## src/design/imu_afp_pkg.sv

```systemverilog
// Shared types and constants of the IMU angle frame parser.
// Holds the item structs, request and status codes and frame layout constants.
// No dependencies.
package imu_afp_pkg;

  localparam int YAW_ACC_WIDTH = 48;
  localparam int FILL_W        = 4;
  localparam int WORD_BYTES    = 6;
  localparam int WIDX_W        = 3;

  localparam logic [7:0]        HDR_SYNC   = 8'h55;
  localparam logic [7:0]        HDR_ANGLE  = 8'h53;
  localparam logic [FILL_W-1:0] FRAME_LEN  = 4'd11;
  localparam logic [FILL_W-1:0] LAST_POS   = 4'd10;
  localparam logic [FILL_W-1:0] WORD_FIRST = 4'd2;
  localparam logic [FILL_W-1:0] WORD_LAST  = 4'd7;

  typedef enum logic [1:0] {
    REQ_BYTE  = 2'd0,
    REQ_BASE  = 2'd1,
    REQ_FLUSH = 2'd2
  } req_t;

  typedef enum logic [1:0] {
    ST_NONE = 2'd0,
    ST_GOOD = 2'd1,
    ST_BAD  = 2'd2,
    ST_DONE = 2'd3
  } status_t;

  typedef struct packed {
    logic [1:0] req_type;
    logic [7:0] byte_in;
  } in_item_t;

  typedef struct packed {
    logic [1:0]         status;
    logic signed [15:0] roll_angle;
    logic signed [15:0] pitch_angle;
    logic signed [15:0] yaw_angle;
    logic signed [47:0] unwrapped_yaw;
    logic [31:0]        good_frames;
    logic [31:0]        bytes_seen;
    logic [31:0]        bad_frames;
  } out_item_t;

endpackage

```

## src/design/imu_angle_frame_parser_unit.sv

```systemverilog
// IMU angle frame parser top level: frame hunt, checksum, angle hold and yaw unwrap.
// Depends on imu_afp_pkg for item structs, codes and frame constants.
//
// Usage: each input item is either a received serial byte, a request to reset the
// yaw unwrap baseline, or a line error flush. Every accepted item yields exactly one
// result item carrying a status code plus the latest roll, pitch and yaw, the
// unwrapped yaw accumulator and the byte, good frame and checksum error counters.
// Both channels use valid and stall; an item moves when valid is high and stall low.
// The item is captured in the input register when it is accepted and its result is
// loaded into the output register when that register advances. Throughput is one
// item per cycle while the receiver does not stall; the checksum is a running 8-bit
// sum, and the yaw unwrap is one 18-bit subtract then one saturating accumulator add.
// When the receiver stalls, the output register holds its item, the input register
// holds the next one, and in_stall rises once both are occupied.
// Synchronous active-low reset empties both registers, returns the parser to the
// header hunt and clears held angles, baseline, accumulator and counters.
module imu_angle_frame_parser_unit
  import imu_afp_pkg::*;
(
  input  logic      clk,
  input  logic      rst_n,
  input  logic      in_valid,
  output logic      in_stall,
  input  in_item_t  in_item,
  output logic      out_valid,
  input  logic      out_stall,
  output out_item_t out_item
);

  typedef enum logic [1:0] {
    PH_SYNC = 2'd0,
    PH_ID   = 2'd1,
    PH_FILL = 2'd2
  } phase_t;

  localparam int ACC_W = YAW_ACC_WIDTH;

  logic                    s1_valid_r;
  in_item_t                s1_item_r;
  logic                    out_valid_r;
  out_item_t               out_item_r;

  phase_t                  phase_r, phase_nxt;
  logic [FILL_W-1:0]       fill_r, fill_nxt;
  logic [7:0]              sum_r, sum_nxt;
  logic [7:0]              frame_b_r [WORD_BYTES];
  logic signed [15:0]      roll_r, roll_nxt;
  logic signed [15:0]      pitch_r, pitch_nxt;
  logic signed [15:0]      yaw_r, yaw_nxt;
  logic signed [15:0]      base_r, base_nxt;
  logic                    bvalid_r, bvalid_nxt;
  logic signed [ACC_W-1:0] total_r, total_nxt;
  logic [31:0]             good_cnt_r, good_cnt_nxt;
  logic [31:0]             byte_cnt_r, byte_cnt_nxt;
  logic [31:0]             bad_cnt_r, bad_cnt_nxt;
  status_t                 status_nxt;

  logic                    advance, s1_fire, in_fire;
  logic                    wr_en;
  logic [WIDX_W-1:0]       wr_idx;
  logic [7:0]              b;
  logic signed [15:0]      yaw_word;
  logic signed [17:0]      delta_raw, delta;
  logic signed [ACC_W:0]   acc_sum;
  logic signed [ACC_W-1:0] acc_sat;

  assign advance  = !out_valid_r || !out_stall;
  assign s1_fire  = s1_valid_r && advance;
  assign in_stall = s1_valid_r && !advance;
  assign in_fire  = in_valid && !in_stall;

  assign out_valid = out_valid_r;
  assign out_item  = out_item_r;

  assign b        = s1_item_r.byte_in;
  assign yaw_word = {frame_b_r[5], frame_b_r[4]};

  always_comb begin
    delta_raw = 18'({{2{yaw_word[15]}}, yaw_word}) - 18'({{2{base_r[15]}}, base_r});
    if (delta_raw > 18'sd32768) begin
      delta = delta_raw - 18'sd65536;
    end else if (delta_raw < -18'sd32768) begin
      delta = delta_raw + 18'sd65536;
    end else begin
      delta = delta_raw;
    end
    acc_sum = (ACC_W+1)'(total_r) + (ACC_W+1)'(delta);
    if (acc_sum[ACC_W] != acc_sum[ACC_W-1]) begin
      acc_sat = acc_sum[ACC_W] ? {1'b1, {(ACC_W-1){1'b0}}} : {1'b0, {(ACC_W-1){1'b1}}};
    end else begin
      acc_sat = acc_sum[ACC_W-1:0];
    end
  end

  always_comb begin
    phase_nxt    = phase_r;
    fill_nxt     = fill_r;
    sum_nxt      = sum_r;
    roll_nxt     = roll_r;
    pitch_nxt    = pitch_r;
    yaw_nxt      = yaw_r;
    base_nxt     = base_r;
    bvalid_nxt   = bvalid_r;
    total_nxt    = total_r;
    good_cnt_nxt = good_cnt_r;
    byte_cnt_nxt = byte_cnt_r;
    bad_cnt_nxt  = bad_cnt_r;
    status_nxt   = ST_NONE;
    wr_en        = 1'b0;
    wr_idx       = WIDX_W'(fill_r - WORD_FIRST);
    if (s1_fire) begin
      case (s1_item_r.req_type)
        REQ_BYTE: begin
          byte_cnt_nxt = byte_cnt_r + 32'd1;
          case (phase_r)
            PH_SYNC: begin
              if (b == HDR_SYNC) begin
                sum_nxt   = b;
                fill_nxt  = 4'd1;
                phase_nxt = PH_ID;
              end
            end
            PH_ID: begin
              if (b == HDR_ANGLE) begin
                sum_nxt   = sum_r + b;
                fill_nxt  = 4'd2;
                phase_nxt = PH_FILL;
              end else if (b == HDR_SYNC) begin
                sum_nxt  = b;
                fill_nxt = 4'd1;
              end else begin
                phase_nxt = PH_SYNC;
                fill_nxt  = '0;
              end
            end
            default: begin
              if (fill_r == LAST_POS) begin
                phase_nxt = PH_SYNC;
                fill_nxt  = '0;
                if (sum_r != b) begin
                  bad_cnt_nxt = bad_cnt_r + 32'd1;
                  status_nxt  = ST_BAD;
                end else begin
                  roll_nxt     = {frame_b_r[1], frame_b_r[0]};
                  pitch_nxt    = {frame_b_r[3], frame_b_r[2]};
                  yaw_nxt      = yaw_word;
                  base_nxt     = yaw_word;
                  bvalid_nxt   = 1'b1;
                  total_nxt    = bvalid_r ? acc_sat : '0;
                  good_cnt_nxt = good_cnt_r + 32'd1;
                  status_nxt   = ST_GOOD;
                end
              end else if (fill_r < FRAME_LEN) begin
                wr_en    = fill_r inside {[WORD_FIRST:WORD_LAST]};
                sum_nxt  = sum_r + b;
                fill_nxt = fill_r + 4'd1;
              end else begin
                phase_nxt = PH_SYNC;
                fill_nxt  = '0;
              end
            end
          endcase
        end
        REQ_BASE: begin
          base_nxt   = yaw_r;
          total_nxt  = '0;
          bvalid_nxt = 1'b1;
          status_nxt = ST_DONE;
        end
        REQ_FLUSH: begin
          phase_nxt  = PH_SYNC;
          fill_nxt   = '0;
          status_nxt = ST_DONE;
        end
        default: begin
          status_nxt = ST_NONE;
        end
      endcase
    end
  end

  always_ff @(posedge clk) begin
    if (wr_en) begin
      frame_b_r[wr_idx] <= b;
    end
  end

  always_ff @(posedge clk) begin
    if (in_fire) begin
      s1_item_r <= in_item;
    end
    if (s1_fire) begin
      out_item_r.status        <= status_nxt;
      out_item_r.roll_angle    <= roll_nxt;
      out_item_r.pitch_angle   <= pitch_nxt;
      out_item_r.yaw_angle     <= yaw_nxt;
      out_item_r.unwrapped_yaw <= 48'(total_nxt);
      out_item_r.good_frames   <= good_cnt_nxt;
      out_item_r.bytes_seen    <= byte_cnt_nxt;
      out_item_r.bad_frames    <= bad_cnt_nxt;
    end
  end

  always_ff @(posedge clk) begin
    if (!rst_n) begin
      s1_valid_r  <= 1'b0;
      out_valid_r <= 1'b0;
      phase_r     <= PH_SYNC;
      fill_r      <= '0;
      sum_r       <= '0;
      roll_r      <= '0;
      pitch_r     <= '0;
      yaw_r       <= '0;
      base_r      <= '0;
      bvalid_r    <= 1'b0;
      total_r     <= '0;
      good_cnt_r  <= '0;
      byte_cnt_r  <= '0;
      bad_cnt_r   <= '0;
    end else begin
      if (in_fire) begin
        s1_valid_r <= 1'b1;
      end else if (s1_fire) begin
        s1_valid_r <= 1'b0;
      end
      if (advance) begin
        out_valid_r <= s1_valid_r;
      end
      phase_r    <= phase_nxt;
      fill_r     <= fill_nxt;
      sum_r      <= sum_nxt;
      roll_r     <= roll_nxt;
      pitch_r    <= pitch_nxt;
      yaw_r      <= yaw_nxt;
      base_r     <= base_nxt;
      bvalid_r   <= bvalid_nxt;
      total_r    <= total_nxt;
      good_cnt_r <= good_cnt_nxt;
      byte_cnt_r <= byte_cnt_nxt;
      bad_cnt_r  <= bad_cnt_nxt;
    end
  end

`ifndef SYNTHESIS
  a_fill_bound: assert property (@(posedge clk) disable iff (!rst_n)
    fill_r <= LAST_POS)
    else $error("Fill position ran past the checksum byte.");

  a_hunt_empty: assert property (@(posedge clk) disable iff (!rst_n)
    phase_r == PH_SYNC |-> fill_r == '0)
    else $error("Header hunt with a nonzero fill position.");

  a_good_count: assert property (@(posedge clk) disable iff (!rst_n)
    s1_fire && status_nxt == ST_GOOD |=> good_cnt_r == $past(good_cnt_r) + 32'd1)
    else $error("Good frame did not advance the frame counter.");

  a_stall_full: assert property (@(posedge clk) disable iff (!rst_n)
    in_stall |-> s1_valid_r && out_valid_r)
    else $error("Input stalled while a register was free.");

  a_hold_out: assert property (@(posedge clk) disable iff (!rst_n)
    out_valid_r && out_stall |=> out_valid_r && $stable(out_item_r))
    else $error("Stalled result item changed.");
`endif

endmodule
```

## config.mk

```make
export PLATFORM = sky130hd
export DESIGN_NAME = imu_angle_frame_parser_unit
export DESIGN_NICKNAME = d
export VERILOG_FILES = /design/src/design/imu_afp_pkg.sv /design/src/design/imu_angle_frame_parser_unit.sv
export SDC_FILE = /design/constraint.sdc
export NUM_CORES = 1
export LEC_CHECK = 0
export BUFFER_PORTS_ARGS = -buffer_cell sky130_fd_sc_hd__clkbuf_2
export CORE_ASPECT_RATIO = 0.6
export CORE_MARGIN = 8
export CORE_UTILIZATION = 44
export CTS_CLUSTER_SIZE = 25
export DETAILED_ROUTE_END_ITERATION = 10
export PLACE_DENSITY_LB_ADDON = 0.3
export SYNTH_ARGS = -nofsm -noshare
export SYNTH_HDL_FRONTEND = slang
export SYNTH_SLANG_ARGS = --single-unit
```

## constraint.sdc

```tcl
create_clock -name clk -period 37.8 [get_ports clk]
set_input_delay 5.67 -clock clk [delete_from_list [all_inputs] [get_ports clk]]
set_output_delay 5.67 -clock clk [all_outputs]
set_load 0.03 [all_outputs]
```

==> flow_summary.yaml, run 1 <==
outcome:
  outcome: "completed"
synth:
  async_flop_share_pct: 0
  synth.distinct_cells: 75
  avgSynthCellArea_um2: 10.7
  ys.flop_type: "edfxtp_1"
  netlist_area_um2: 21500
  syn_nets: 2102
  yosys_warnings: 0
  synthCells: 2004
  ys_ff_latch: 477
  synth-edff-count: 252
  seq_area_frac_synth_pct: 56.1
worst_hold_path:
  hold_path_depth: 1
  holdPathEnd: "base_r[2]$_SDFFE_PN0P_"
  min_from: "base_r[2]$_SDFFE_PN0P_"
  hold_path_class: "reg2reg"
timing:
  slew_headroom_pct: 16.3
  setup_tns_ns: 0
  final-setup-viol-count: 0
  worstMarginPinSlew_ns: 1.25
  max_freq_ghz: 0.0839
  fin_crit_sh_pct: 31.5
  finalHoldViolCount: 0
  fin_crit_ns: 11.92
  fin_worst_skew_ns: 0.0217
  drv_slew: 0
  rsz0062_at_grt: "false"
clocking:
  clk_path_buf_depth: 3
  cts_buffers: 45
  cts_max_level: 2
  cts.sinks: 477
  cts_tree: "done"
  hold_buffers: 0
  clk_pin_slew_ns: 0.06
  cts_resized: 0
  clk_latency_ns: 0.57
  root_buffer: "clkbuf_16"
  cts_setup_buffers: 0
worst_setup_path:
  rr_worst_depth: 26
  cp-start-kind: "input pin"
  reg2reg_to: "out_item[97]$_DFFE_PP_"
  cp_data_arrival_time_ns: 6.25
  setup.worst_path.class: "in2out"
  r2r_start: "frame_b_r[4][0]$_DFFE_PP_"
  crit_fanout: 3
  crit_path_frequent_cell: "clkbuf_2"
  critPathMaxStageDelay_ns: 0.23
  crit_path_end_kind: "output pin"
  cp.required_ns: 32.13
  cp_cell_sequence: "clkbuf_2, and3_1, clkbuf_2"
  rrSetupSlack_ns: 29.64
  crit_path_top_delay_cell: "clkbuf_2"
drt:
  firstDrtPassIters: 7
  postRouteAntennaNets: 0
  drc_errors: 0
  drt_iter0_drc: 1257
  viasPerCell: 5.31
  drt_wl_total_um: 53000
  wl_per_cell_um: 18.5
  vias: 15230
floorplan:
  dieHeight_um: 187
  rows: 62
  core_area_um2: 48000
  pin_count: 210
  die_x_um: 301
  die_area_um2: 56500
  initial_utilization_pct: 44.8
layout:
  layout-drive-gt1-share_pct: 15.3
  syn_to_final_growth_pct: 14.6
  final_nets: 2286
  final_area_um2: 24600
global_route:
  grt_use_total_pct: 18.2
  grt_first_pass_wirelength_um: 83800
  gr-usage-met1_pct: 27.7
  gr-usage-met2_pct: 26.3
  grt_max_degree: 143
  gr-max-usage-layer: "met1"
  grt_pass1_vias: 14487
  antenna_found_initial: 2
  global_route.overflow_total: 0
  met3_usage_pct: 3.40
power:
  p_sw_mw: 0.260
  p_seq_share_pct: 51.5
  power.leakage_nw: 10.0
  p_comb_share_pct: 6.7
  p_sw_share_pct: 23.8
  clkPwrFrac_pct: 41.8
  peakVddDrop_v: 0.0000396
  internal_power_mw: 0.832
  p_per_area_nw_per_um2: 44.3
run:
  max_cap_violations: 0
placement:
  gp_congestion: 0.938
  place_hpwl_um: 37300
  numPortBuffers: 209
  place_area_um2: 23200
cells in the mapped netlist (all sizes together) (5+ instances only):
cell type,instances,share of area [%]
or2,7,0.20
nor3,27,0.63
o21ai,84,2.3
ha,81,4.7
a31oi,10,0.29
nand3,50,1.2
xnor2,102,4.2
o31ai,6,0.21
o21bai,12,0.42
edfxtp,252,35
nor2,106,1.9
o211ai,15,0.52
buf,17,0.47
nand2b,6,0.17
inv,54,0.94
nand4,36,1.0
dfxtp,225,21
o221a,5,0.26
a22o,11,0.45
xor2,50,2.0
a211oi,9,0.34
o21a,13,0.45
nor2b,10,0.29
mux2i,15,0.70
a21o,36,1.3
and2,199,5.8
a21boi,10,0.35
and3,33,0.96
and4,7,0.28
clkbuf,68,1.2
nor4,9,0.26
nand2,293,5.1
o211a,17,0.79
a21oi,71,1.7
power groups by stage:
stage / clock network (mW) / logic (mW) / registers, mW
2_1_floorplan: 0 / 0.0290 / 0.597
3_3_place_gp: 0 / 0.0724 / 0.574
3_5_place_dp: 0 / 0.0731 / 0.574
4_1_cts: 0.470 / 0.0734 / 0.563
5_1_grt: 0.490 / 0.0781 / 0.564
6_report: 0.456 / 0.0727 / 0.563
sequential cells by signal, indices dropped and copies added, names as in the netlist:
register / cells
base_r: 16
byte_cnt_r: 32
sum_r: 8
b: 8
phase_r: 2
fill_r: 4
yaw_r: 16
good_cnt_r: 32
s1_valid_r: 1
out_item: 194
s1_item_r: 2
bvalid_r: 1
total_r: 48
pitch_r: 16
frame_b_r: 48
out_valid: 1
roll_r: 16
bad_cnt_r: 32
how the worst max path moves through the flow:
| stage | endpoint | from | slack (ns) | cells past startpoint |
|---|---|---|---|---|
| 5_1_grt | in_stall | out_stall | 25.87 | 3 |
| 6_report | in_stall | out_stall | 25.88 | 3 |
| 2_1_floorplan | fill_r[2]$_SDFFE_PN0P_ | out_stall | 19.89 | 6 |
| 4_1_cts | in_stall | out_stall | 25.88 | 3 |
| 3_5_place_dp | in_stall | out_stall | 25.88 | 3 |
| 3_3_place_gp | in_stall | out_stall | 25.91 | 3 |
final cells by class:
| type | instances | area, um^2 |
|---|---|---|
| Antenna cell | 3 | 7.51 |
| Tap cell | 640 | 801 |
| Inverter | 54 | 203 |
| Fill cell | 4248 | 23400 |
| Sequential cell | 477 | 12100 |
| Clock inverter | 21 | 228 |
| Clock buffer | 62 | 1260 |
| Timing Repair Buffer | 222 | 1160 |
| Multi-Input combinational cell | 1388 | 8920 |
critical path: cells and delay by family:
kind,cells,cell delay [ns]
simple gates,1,0.22
buf+inv,2,0.36
kinds of logic (layout without fill, tap and decap cells):
| kind of cell | count (synthesis) | count (layout) | synth area share (%) |
|---|---|---|---|
| AND/OR/NAND/NOR | 802 | 802 | 18.5 |
| flip-flops | 477 | 477 | 56.1 |
| adder cells (fa/ha/maj) | 85 | 85 | 5.04 |
| XOR/XNOR | 152 | 152 | 6.22 |
| AO/OA/AOI/OAI | 333 | 333 | 10.8 |
| other | 0 | 3 | 0 |
| buffers and inverters | 139 | 359 | 2.60 |
| multiplexers | 16 | 16 | 0.750 |
layout by cell type (no fill, tap or decap), types with 12 or more instances in the layout:
cell type and count:
xnor2_1 101, o21a_1 13, edfxtp_1 252, buf_4 13
ha_1 81, o211a_1 17, nand3_1 49, clkbuf_2 208
nor2_1 105, and3_1 32, and2_1 199, nand2_1 292
o211ai_1 15, o21ai_2 21, nor3_1 27, o21ai_0 54
inv_1 54, nand4_1 36, a21o_1 36, clkbuf_16 46
a21oi_1 71, o21bai_1 12, mux2i_1 15, dfxtp_1 225
xor2_1 50
routing by layer:
metal | vias to the layer above | routed length (um)
met4 | 0 | 1010
met3 | 65 | 3430
met5 | - | 0
met1 | 7306 | 26300
met2 | 436 | 22300
li1 | 7423 | -
through the flow:
step / util, % / power (mW) / worst slack [ns] / instances / hold WS, ns
after floorplan: - / 0.626 / 19.89 / 2004 / 0.466
after CTS: 51.3 / 1.11 / 25.88 / 2864 / 0.501
final: 51.3 / 1.09 / 25.88 / 2867 / 0.498
after global placement: 48.2 / 0.646 / 25.91 / 2781 / 0.481
after detailed placement: 48.2 / 0.647 / 25.88 / 2781 / 0.486
after global routing: 51.3 / 1.13 / 25.87 / 2867 / 0.520
No activity file was read; power rests on OpenSTA's default activity.
==> run 2, diff against run 1 <==
==> constraint.sdc (replaced) <==
create_clock -name clk -period 12.5 [get_ports clk]
set_input_delay 1.875 -clock clk [delete_from_list [all_inputs] [get_ports clk]]
set_output_delay 1.875 -clock clk [all_outputs]
set_load 0.03 [all_outputs]
==> flow_summary.yaml, run 2 (synthesis gave the netlist of run 1 again) <==
drt:
  viasPerCell: 5.36
  postRouteAntennaNets: 0
  drc_errors: 0
  vias: 15342
  drt_iter0_drc: 1240
  firstDrtPassIters: 6
  wl_per_cell_um: 18.9
  drt_wl_total_um: 54000
worst_setup_path:
  crit_path_end_kind: "flip-flop"
  reg2reg_to: "out_item[99]$_DFFE_PP_"
  cp.required_ns: 12.90
  cp-start-kind: "flip-flop"
  rrSetupSlack_ns: 4.11
  crit_fanout: 32
  cp_data_arrival_time_ns: 8.79
  r2r_start: "frame_b_r[4][0]$_DFFE_PP_"
  rr_worst_depth: 25
  setup.worst_path.class: "reg2reg"
  critPathLaunch: "frame_b_r[4][0]$_DFFE_PP_"
  cp-endpoint: "out_item[99]$_DFFE_PP_"
layout:
  final_nets: 2284
  mostFrequentLayoutCells: "nand2_1, edfxtp_1, dfxtp_1"
  layout_commonest_cell: "nand2_1"
  largest_reg_flops: 194
  layout-drive-gt1-share_pct: 15.4
  antenna_cells: 0
  post-route-util_pct: 51.2
  syn_to_final_growth_pct: 14.3
clocking:
  cts_resized: 0
  root_buffer: "clkbuf_16"
  clk_path_buf_depth: 3
  cts.sinks: 477
  clk_latency_ns: 0.57
  clk_pin_slew_ns: 0.07
  cts_max_level: 2
  cts_tree: "done"
  hold_buffers: 0
  cts_buffers: 45
  cts_setup_buffers: 0
global_route:
  grt_pass1_vias: 14967
  global_route.overflow_total: 0
  grt_use_total_pct: 18.6
  antenna_found_initial: 2
  grt_max_degree: 120
  grt_first_pass_wirelength_um: 85100
floorplan:
  die_area_um2: 56500
  core_area_um2: 48000
  dieHeight_um: 187
  pin_count: 210
  rows: 62
  initial_utilization_pct: 44.8
  die_x_um: 301
power:
  peakVddDrop_v: 0.000101
  power.leakage_nw: 10.0
  p_per_area_nw_per_um2: 134
worst_hold_path:
  hold_path_class: "reg2reg"
run:
  max_cap_violations: 0
placement:
  place_hpwl_um: 38400
  gp_congestion: 0.917
  numPortBuffers: 209
timing:
  fin_crit_sh_pct: 67.1
  max_freq_ghz: 0.119
  setup_tns_ns: 0
  fin_worst_skew_ns: 0.0131
  slew_headroom_pct: 20.1
  worstMarginPinSlew_ns: 1.19
  finalHoldViolCount: 0
  drv_slew: 0
  final-setup-viol-count: 0
  fin_crit_ns: 8.39
  rsz0062_at_grt: "false"
outcome:
  outcome: "completed"
## run 2: layout make-up
type                       instances  area, um^2
sequential                       477       12100
multi-input combinational       1388        8930
clock inverter                    23         218
tap                              640         801
clock buffer                      61        1250
inverter                          54         203
fill                            4278       23400
timing repair buffer             220        1130
## run 2: report_power, final
part           switching (mW)  internal (mW)
Combinational           0.165         0.0544
Sequential             0.0203           1.68
Clock                   0.610          0.753
Total                   0.796           2.49
## run 2: worst min-delay path by stage
stage,from,to,slack (ns),cells after the start
after floorplan,s1_valid_r$_SDFFE_PN0P_,out_valid$_SDFFE_PN0P_,0.47,2
after global placement,base_r[7]$_SDFFE_PN0P_,base_r[7]$_SDFFE_PN0P_,0.48,1
after detailed placement,base_r[14]$_SDFFE_PN0P_,base_r[14]$_SDFFE_PN0P_,0.49,1
after CTS,bvalid_r$_SDFFE_PN0P_,bvalid_r$_SDFFE_PN0P_,0.51,1
after global routing,base_r[14]$_SDFFE_PN0P_,base_r[14]$_SDFFE_PN0P_,0.52,1
final,bvalid_r$_SDFFE_PN0P_,bvalid_r$_SDFFE_PN0P_,0.50,1
## run 2: metal layers
| metal | GRT usage (%) | wire length [um] | part of all wire [%] |
|---|---|---|---|
| met5 | 0 | 10 | 0.019 |
| met4 | 4.81 | 1300 | 2.4 |
| met3 | 3.81 | 3720 | 6.9 |
| met1 | 27.9 | 26600 | 49 |
| met2 | 26.9 | 22300 | 41 |
## run 2: stage by stage
step | area (um^2) | std cells | total power [mW] | hold WS, ns | setup WS, ns
final | 24600 | 2863 | 3.28 | 0.504 | 4.11
after detailed placement | 23100 | 2779 | 1.96 | 0.491 | 4.26
after CTS | 24600 | 2863 | 3.33 | 0.507 | 4.22
after global placement | 23100 | 2779 | 1.96 | 0.480 | 4.43
after global routing | 24600 | 2863 | 3.40 | 0.523 | 3.61
after floorplan | 21500 | 2004 | 1.89 | 0.465 | 3.01
## run 2: worst max-delay path: stages, from the launching register on
cell and delay [ns]:
edfxtp_1 0.36, inv_1 0.10, ha_1 0.16, inv_1 0.05, fa_1 0.39, a21o_1 0.20
a21oi_1 0.23, o21bai_1 0.11, a211o_1 0.32, a31oi_1 0.20, xnor2_1 0.11, or4_1 0.52
or4_1 0.44, o41a_2 0.74, ha_1 0.58, a2111oi_0 0.50, o221ai_1 0.23, o211ai_1 0.23
o31ai_1 0.10, a31o_2 0.26, a21oi_1 0.28, o21ai_1 0.42, xnor2_4 1.01, nor2_1 0.20
o21a_1 0.26, nor3_1 0.20
